**src/hw/rtl/qsc_div.sv**
```systemverilog
// ----------------------------------------------------------------------------
// qsc_div
// Pipelined restoring divider, one quotient bit per stage.
// ----------------------------------------------------------------------------
module qsc_div #(
  parameter int unsigned NUM_W = 48,
  parameter int unsigned DEN_W = 32,
  parameter int unsigned Q_W   = 16
) (
  input  logic             clk_i,
  input  logic [NUM_W-1:0] num_i,
  input  logic [DEN_W-1:0] den_i,
  output logic [Q_W-1:0]   quo_o
);

  localparam int unsigned CMP_W = (NUM_W > DEN_W + Q_W) ? NUM_W : DEN_W + Q_W;

  logic [NUM_W-1:0] rem_q [Q_W];
  logic [DEN_W-1:0] den_q [Q_W];
  logic [Q_W-1:0]   quo_q [Q_W];

  for (genvar k = 0; k < Q_W; k++) begin : g_stage
    localparam int unsigned POS = Q_W - 1 - k;

    logic [NUM_W-1:0] rem_in;
    logic [DEN_W-1:0] den_in;
    logic [Q_W-1:0]   quo_in;
    logic [CMP_W-1:0] shifted;

    if (k == 0) begin : g_first
      assign rem_in = num_i;
      assign den_in = den_i;
      assign quo_in = '0;
    end else begin : g_next
      assign rem_in = rem_q[k-1];
      assign den_in = den_q[k-1];
      assign quo_in = quo_q[k-1];
    end

    assign shifted = CMP_W'(den_in) << POS;

    always_ff @(posedge clk_i) begin
      den_q[k] <= den_in;
      if (CMP_W'(rem_in) >= shifted) begin
        rem_q[k] <= rem_in - shifted[NUM_W-1:0];
        quo_q[k] <= quo_in | (Q_W'(1) << POS);
      end else begin
        rem_q[k] <= rem_in;
        quo_q[k] <= quo_in;
      end
    end
  end

  assign quo_o = quo_q[Q_W-1];

endmodule

```
**config.mk**
```make
export PLATFORM = sky130hd
export DESIGN_NAME = qsc_div
export DESIGN_NICKNAME = d
export VERILOG_FILES = /design/src/hw/rtl/qsc_div.sv
export SDC_FILE = /design/constraint.sdc
export NUM_CORES = 2
export LEC_CHECK = 0
export BUFFER_PORTS_ARGS = -buffer_cell sky130_fd_sc_hd__buf_2
export CORE_ASPECT_RATIO = 0.6
export CORE_UTILIZATION = 58
export DETAILED_ROUTE_END_ITERATION = 6
export PLACE_DENSITY = 0.77
export SETUP_SLACK_MARGIN = 0.2
export SYNTH_ARGS = -nofsm -noshare
export SYNTH_HDL_FRONTEND = slang
export SYNTH_SLANG_ARGS = --single-unit
```
**constraint.sdc**
```tcl
create_clock -name clk_i -period 6.01 [get_ports clk_i]
set_clock_uncertainty 0.2 [all_clocks]
set_input_delay 0.3005 -clock clk_i [delete_from_list [all_inputs] [get_ports clk_i]]
set_output_delay 0.3005 -clock clk_i [all_outputs]
set_load 0.005 [all_outputs]
```
==> impl_metrics.csv <==
group,metric,value,unit
setup_path,r2r_slack,0.74,ns
final_layout,final_cells,8637,
sta,slew_headroom,9.78,%
clock_network,numCtsBuffers,118,
sta,grt_setup_unrepaired,"false",
routing,firstDrtPassIters,7,
clock_network,clockRootBuffer,"clkbuf_16",
sta,fin_ws,0.743,ns
setup_path,r2r-start,"rem_q[1][53]",
sta,final_hold_viol_count,0,
floorplan,start_util,59.0,%
floorplan,die-area,109000,um2
setup_path,cp-start-kind,"flip-flop",
routing,drcViolationCount,0,
yosys,yosysSeqAreaShare,42.8,%
setup_path,cp.arrival,5.65,ns
flow_run,cap_violations,0,
status,status,"finished clean",
power,p_leak,31.8,nW
clock_network,clk_latency,0.77,ns
power,power_density,581,nW/um2
global_route,grt_pass1_vias,46687,
clock_network,post-cts-setup-buffers,0,
yosys,yosys.area.top_type,"dfxtp_1",
clock_network,ctsHoldBuffers,127,
sta,worst-slew-pin-transition,1.32,ns
clock_network,cts_sinks,1336,
placement,place_ws,1.23,ns
hold_path,hold_class,"in -> reg",
routing,viasPerCell,5.85,
sta,period_share,87.6,%
global_route,grt_overflow,0,
final_layout,final_net_count,7728,
setup_path,crit_fanout,6,
clock_network,cts_tree,"built",
placement,gp_congestion,0.971,
floorplan,row_count,92,
placement,placed_cells,8283,
setup_path,crit_type,"reg -> reg",
global_route,grt_first_pass_wirelength,255000,um
global_route,grt_antenna_before_repair,1,
yosys,netlist_area,62500,um2
placement,dp.final_hpwl,123000,um
floorplan,dieHeight,256,um
yosys,synth_top_area_share,42.8,%
clock_network,post_cts_resized,0,
yosys,yosys-top-cells-area,"dfxtp_1, ha_1, a21oi_1",
sta,finalCriticalPeriod,5.27,ns
global_route,grt_start_max_net_pins,65,
routing,wl_per_cell,18.8,um
sta,drv_slew,0,
clock_network,htree_num_levels,3,
yosys,yosysWarnings,0,
clock_network,clkTransAtPathRegs,0.06,ns
clock_network,ctsLongestPathBuffers,3,
hold_path,worstHoldStart,"den_i[16]",
setup_path,startpoint,"rem_q[1][53]",
routing,antenna_left,0,
final_layout,flow.area_growth_from_synthesis,12.0,%
floorplan,die_w,426,um
yosys,post-synth-top-count-cell,"dfxtp_1",
yosys,yosysUniqueCellTypes,95,
floorplan,io-pin-count,97,
floorplan,coreArea,106000,um2
sta,setup_tns,0,ns
routing,dr_total_vias,50495,
setup_path,cp.required,6.39,ns
placement,port_buffers,96,
yosys,yosys-top-cells-count,"dfxtp_1, a21oi_1, inv_1",
yosys,syn-instance-count,6939,
power,ir_worst_vdd,332,uV
routing,wl,162000,um
routing,drt-initial-drc-count,5472,
yosys,async_flop_share,0,%
sta,setup-violations-final,0,
sta,max_freq,190,MHz
yosys,avgSynthCellArea,9.01,um2
yosys,synth_edf_count,0,
setup_path,endpoint_kind,"flip-flop",
yosys,synthesis.nets,7547,
global_route,grt_use_total,29.0,%
yosys,synth_flop_cell,"dfxtp_1",
final_layout,drive_gt1_share,7.14,%
yosys,ys_seq_elements,1336,
==> critical path, stage by stage (launching register included) <==
cell	delay, ns
dfxtp_1	0.31
inv_1	0.07
ha_1	0.16
inv_1	0.05
fa_1	0.43
a211oi_1	0.41
o21ai_1	0.23
a2111oi_0	1.18
nor3_1	0.32
nor2_1	0.35
o21bai_1	0.20
a211o_1	0.32
o21ai_1	0.15
o211ai_1	0.27
o31ai_1	0.30
o21ai_0	0.13
==> registers in the layout, indices dropped and copies added (netlist names) <==
name	count
den_q	480
quo_q	136
rem_q	720
==> cells by family after synthesis <==
group,synth area share [%]
AOI/OAI and AO/OA,18.6
xor gates and xnor gates,7.51
adders and majority gates,10.7
buffers and inverters,5.07
DFF,42.8
muxes,2.23
and+or+nand+nor,13.1
==> layer usage <==
layer	up-vias	share of wire, %	GRT usage (%)
met5	-	0	0
met4	0	1.2	4.66
met3	174	13	10.5
met2	1995	35	35.4
met1	23769	51	47.1
li1	24557	-	-
==> report_power, final <==
group	switching [mW]	internal, mW	total, mW	leakage [nW]
logic	11.2	8.06	19.2	18.5
clock network	3.57	4.82	8.39	2.13
registers	1.57	11.5	13.0	11.2
total	16.3	24.3	40.6	31.8
==> final timing paths <==
check	end	cells past startpoint
worst min register to register	den_q[0][215]	0
worst min-delay path	den_q[0][16]	2
worst max register to register	rem_q[1][135]	15
worst max-delay path	rem_q[1][135]	15
==> per-stage QoR <==
step | area (um2) | hold WS (ns) | power (mW) | util (%)
5_1_grt | 70000 | 0.0129 | 43.3 | 66.1
4_1_cts | 70000 | 0.0000112 | 40.1 | 66.1
3_3_place_gp | 64300 | 0.110 | 31.0 | 60.7
2_1_floorplan | 62500 | 0.110 | 26.8 | -
3_5_place_dp | 64300 | 0.112 | 31.5 | 60.8
6_report | 70000 | 0.0337 | 40.6 | 66.1
==> placed cells by master, fill, tap and decap left out, types with 22 or more instances in the layout <==
master,Yosys,layout
a211oi_1,55,55
a21o_1,278,277
a21oi_1,688,687
a31oi_1,44,44
and3_1,44,44
buf_2,8,96
buf_4,0,23
clkbuf_16,0,118
clkinv_2,0,27
dfxtp_1,1336,1336
dlygate4sd3_1,0,127
ha_1,512,512
inv_1,656,656
mux2_2,119,119
nand2_1,463,459
nand2b_1,67,67
nand3_1,105,104
nand4_1,91,91
nor2_1,478,478
nor2b_1,60,60
nor3_1,115,113
nor4_1,68,67
o211ai_1,36,36
o21a_1,51,51
o21ai_0,409,409
o21ai_1,24,23
o21bai_1,72,72
o31ai_1,34,33
or2_2,22,22
or3_1,43,43
xnor2_1,293,293
xor2_1,243,243
==> area by class of cell <==
type                    count  area, um2
diodes                      3       7.51
multi-input cells        4761      32700
clock inverters            71       1090
flip-flops and latches   1336      26700
clock buffers             153       3290
fillers                  8382      35900
well taps                1410       1760
repair buffers            246       1920
inverters                 657       2470
(Power assumes the default switching activity.)
