File: config.mk
export PLATFORM = sky130hd
export DESIGN_NAME = qsc_isqrt
export DESIGN_NICKNAME = d
export VERILOG_FILES = /design/src/hw/rtl/qsc_isqrt.sv
export SDC_FILE = /design/constraint.sdc
export NUM_CORES = 2
export LEC_CHECK = 0
export ABC_AREA = 0
export BUFFER_PORTS_ARGS = -buffer_cell sky130_fd_sc_hd__buf_2
export CAP_MARGIN = 20
export CORE_MARGIN = 4
export CORE_UTILIZATION = 60
export CTS_CLUSTER_SIZE = 8
export DETAILED_ROUTE_END_ITERATION = 10
export GPL_TIMING_DRIVEN = 0
export PLACE_DENSITY = 0.78
export SLEW_MARGIN = 0
export SYNTH_ARGS = -nofsm -noshare
export SYNTH_HDL_FRONTEND = slang
export SYNTH_SLANG_ARGS = --single-unit
File: constraint.sdc
create_clock -name clk_i -period 6.6 [get_ports clk_i]
set_input_delay 0.66 -clock clk_i [delete_from_list [all_inputs] [get_ports clk_i]]
set_output_delay 0.66 -clock clk_i [all_outputs]
set_load 0.005 [all_outputs]
File: src/hw/rtl/qsc_isqrt.sv
// ----------------------------------------------------------------------------
// qsc_isqrt
// Pipelined integer square root, one result bit per stage, with sideband.
// ----------------------------------------------------------------------------
module qsc_isqrt #(
  parameter int unsigned IN_W   = 62,
  parameter int unsigned SIDE_W = 1
) (
  input  logic                 clk_i,
  input  logic                 rst_ni,
  input  logic                 valid_i,
  input  logic [IN_W-1:0]      rad_i,
  input  logic [SIDE_W-1:0]    side_i,
  output logic                 valid_o,
  output logic [IN_W/2-1:0]    root_o,
  output logic [SIDE_W-1:0]    side_o
);

  localparam int unsigned STAGES = IN_W / 2;

  logic [STAGES-1:0] vld_q;
  logic [IN_W-1:0]   rem_q  [STAGES];
  logic [IN_W-1:0]   res_q  [STAGES];
  logic [SIDE_W-1:0] side_q [STAGES];

  for (genvar k = 0; k < STAGES; k++) begin : g_stage
    localparam logic [IN_W-1:0] BIT_K = IN_W'(1) << (IN_W - 2 - 2 * k);

    logic              vld_in;
    logic [IN_W-1:0]   rem_in;
    logic [IN_W-1:0]   res_in;
    logic [SIDE_W-1:0] side_in;
    logic [IN_W:0]     trial;

    if (k == 0) begin : g_first
      assign vld_in  = valid_i;
      assign rem_in  = rad_i;
      assign res_in  = '0;
      assign side_in = side_i;
    end else begin : g_next
      assign vld_in  = vld_q[k-1];
      assign rem_in  = rem_q[k-1];
      assign res_in  = res_q[k-1];
      assign side_in = side_q[k-1];
    end

    assign trial = {1'b0, res_in} + {1'b0, BIT_K};

    always_ff @(posedge clk_i or negedge rst_ni) begin
      if (!rst_ni) begin
        vld_q[k] <= 1'b0;
      end else begin
        vld_q[k] <= vld_in;
      end
    end

    always_ff @(posedge clk_i) begin
      side_q[k] <= side_in;
      if ({1'b0, rem_in} >= trial) begin
        rem_q[k] <= rem_in - trial[IN_W-1:0];
        res_q[k] <= (res_in >> 1) + BIT_K;
      end else begin
        rem_q[k] <= rem_in;
        res_q[k] <= res_in >> 1;
      end
    end
  end

  assign valid_o = vld_q[STAGES-1];
  assign root_o  = res_q[STAGES-1][IN_W/2-1:0];
  assign side_o  = side_q[STAGES-1];

endmodule

==> flow_summary.ini <==
[worst_setup_path]
path_buf_inv = 4
path_class = flip-flop to flip-flop
crit_path_max_fanout = 10
crit_family = simple AND/OR/NAND/NOR gates
cp-end-kind = flip-flop
cp.arrival_ns = 5.84
required_ns = 7.31
start_kind = flip-flop
crit_slowest_cell = nor4_1
crit_chain = inv_1, ha_1, a21oi_1, o21ai_0, nor3_1, nand4_1, nor4_1, and3_1, buf_2, buf_1, inv_1, nor2_1, nor2_1
critical-path-max-stage-delay_ns = 0.85

[pwr]
power.internal_mw = 32.3
swShare_pct = 32.2
p_switching_mw = 15.4
vdd_ir_drop_max_mv = 0.355
p_seq_share_pct = 43.5
powerDensity_nw_per_um2 = 459
p_clk_share_pct = 32.5
p_comb_share_pct = 24.0
p_leak_nw = 47.5

[yosys]
yosys.area.top_type = dfxtp_1
synthFlopType = dfxtp_1
async_flop_share_pct = 1.28
synth-edff-count = 0
ys_seq_elements = 2418
synth-seq-area-share_pct = 53.4
yosysUniqueCellTypes = 93
syn_inst = 9103
synth_area_leaders = dfxtp_1, ha_1, xnor2_1
synth_area_um2 = 90900
synth.net_count = 9694
postSynthAreaPerCell_um2 = 9.99
yosysWarnings = 0
synth_top_area_share_pct = 52.5

[grt]
grt-busiest-layer = met2
gr-usage-met1_pct = 39.6
gr-usage-met3_pct = 5.36
grt_remaining_overflow = 0
track_usage_pct = 30.3
grt_pass1_vias = 69100
grt_max_degree = 32
antenna_found_initial = 11
grt_pass1_wl_mm = 382
use_met2_pct = 50.6

[sta]
finalSetupTns_ns = 0
grt_setup_unrepaired = no
period_minus_slack_ns = 5.13
setup_viol = 0
drv_slew = 0
slew_headroom_pct = 24.5
max_freq_ghz = 0.195
hold_viol = 0
worstMarginPinSlew_ns = 1.12
clock_skew_ns = 0.113
period_share_pct = 77.7

[flow_run]
cap_violations = 0

[drt]
viasPerCell = 5.91
dr.pass1.iters = 6
wirelength_mm = 246
antenna_left = 0
drt-initial-drc-count = 5984
num_vias = 69000
wl_per_cell_um = 21.1
drc = 0

[floorplanning]
core-area_um2 = 150000
die_x_um = 397
die-area_um2 = 158000
rows = 142
start_util_pct = 60.5
die_y_um = 397
num_io_pins = 99

[clock_network]
cts_tree = built
clock-sinks = 2418
htree_levels = 5
clk_pin_slew_ns = 0.05
cts_made_buffers = 354
post_cts_resized = 0
cts.path.max_buffers = 4
post_cts_buffers = 0
clock_latency_ns = 0.93
root_buffer = clkbuf_16

[placed_design]
port_buffers = 98
hpwl_mm = 174
dp.cells = 11200
gp_congestion = 0.955
placed_area_um2 = 94000

[finish]
syn_to_final_growth_pct = 14.2
drive_gt1_share_pct = 6.38
fin_area_um2 = 104000
nets = 10200
n_fill_cell = 10900
layout.cells.non_filler = 11700

[min_path]
hold_path_class = flip-flop to flip-flop

[run_status]
status = complete, no violations
-- cell usage in the layout (no fill, tap or decap), types with 109 or more instances in the layout --
| master | n |
|---|---|
| nor2_1 | 565 |
| nor4_1 | 335 |
| nand3_1 | 147 |
| xnor2_1 | 432 |
| nand2_1 | 622 |
| ha_1 | 525 |
| buf_2 | 109 |
| nor3_1 | 244 |
| nand4_1 | 152 |
| inv_1 | 666 |
| clkbuf_1 | 178 |
| clkbuf_16 | 357 |
| o21ai_0 | 463 |
| xor2_1 | 380 |
| a21o_1 | 232 |
| dfxtp_1 | 2387 |
| a21oi_1 | 526 |
-- routing by layer --
metal  part of all wire (%)  wire length, um  vias up
met2                     47           116000     2615
met5                  0.017               41        -
met3                    6.5            15900      644
met4                    3.3             8180        6
met1                     43           106000    33100
li1                       -                -    32700
-- metrics by stage --
stage	util [%]	hold slack (ns)	setup WS [ns]	total power [mW]
after floorplan	-	0.310	3.29	28.5
after global placement	62.5	0.310	1.60	31.8
after detailed placement	62.5	0.312	1.71	32.1
after CTS	69.1	0.281	1.66	47.6
after global routing	69.1	0.283	1.43	50.1
final	69.1	0.290	1.47	47.7
-- Yosys cell counts, drive strengths merged, types with 15 or more instances --
cell and instances:
dfxtp 2387, inv 668, nand2 622, nor2 566
a21oi 526, ha 525, o21ai 465, xnor2 432
xor2 380, nor4 336, nor3 246, a21o 232
clkbuf 166, nand4 152, nand3 147, or3 97
o21a 94, nand2b 86, or4 62, nor2b 57
nor4b 55, o21bai 51, mux2 49, a211oi 48
a31oi 47, and3 47, o31ai 47, or2 36
nand3b 35, dfrtp 31, and2 30, a21boi 22
o211ai 22, nand4b 20, nor3b 20, buf 19
o31a 18, o41ai 18, a2111oi 17, and4 17
a211o 15
-- path summary, 6_finish.rpt --
| path | startpoint | endpoint | slack, ns | depth (start not counted) |
|---|---|---|---|---|
| worst max-delay path | res_q[26][34] | rem_q[6][209] | 1.47 | 13 |
| worst min-delay path | rem_q[6][125] | rem_q[6][187] | 0.29 | 0 |
| worst max register to register | res_q[26][34] | rem_q[6][209] | 1.47 | 13 |
| worst min register to register | rem_q[6][125] | rem_q[6][187] | 0.29 | 0 |
| max in group asynchronous | rst_ni | g_stage[20].vld_in | 5.85 | 2 |
| min in group asynchronous | rst_ni | g_stage[4].vld_in | 0.34 | 2 |
-- final cells by class --
| type | count | area (um2) | share of cell area, % |
|---|---|---|---|
| diodes | 4 | 10.0 | 0.00964 |
| plain buffers | 185 | 712 | 0.685 |
| inverters | 669 | 2510 | 2.42 |
| multi-input cells | 5831 | 39200 | 37.7 |
| clock buffers | 374 | 9050 | 8.71 |
| flip-flops and latches | 2418 | 48600 | 46.8 |
| clock inverters | 12 | 149 | 0.143 |
| repair buffers | 170 | 1180 | 1.14 |
| well taps | 2016 | 2520 | 2.43 |
-- power by group through the flow --
| stage | clock network, mW | registers (mW) | logic (mW) |
|---|---|---|---|
| floorplan | 0 | 19.8 | 8.69 |
| global placement | 0 | 20.9 | 10.9 |
| detailed placement | 0 | 20.9 | 11.1 |
| CTS | 15.6 | 20.7 | 11.3 |
| global route | 16.3 | 21.1 | 12.8 |
| finish | 15.5 | 20.8 | 11.5 |
-- timing repair --
action / 4_1_cts / 5_1_grt
endpoints found under the setup margin: 0 / 0
hold buffers: 65 / 0
endpoints found under the hold margin: 95 / 0
-- flip-flops by register name, indices dropped and copies added (netlist names) --
| register | flops |
|---|---|
| side_q | 31 |
| res_q | 496 |
| rem_q | 1860 |
| g_stage.vld_in | 30 |
| valid_o | 1 |
-- cells by family after synthesis --
family	count (synthesis)	synth area share, %
xor gates and xnor gates	812	7.82
buffers and inverters	854	3.54
muxes	61	0.739
adders and majority gates	525	7.22
and+or+nand+nor	2680	15.3
DFF	2418	53.4
AOI/OAI and AO/OA	1753	12.0
Power figures use the tool's default switching activity.
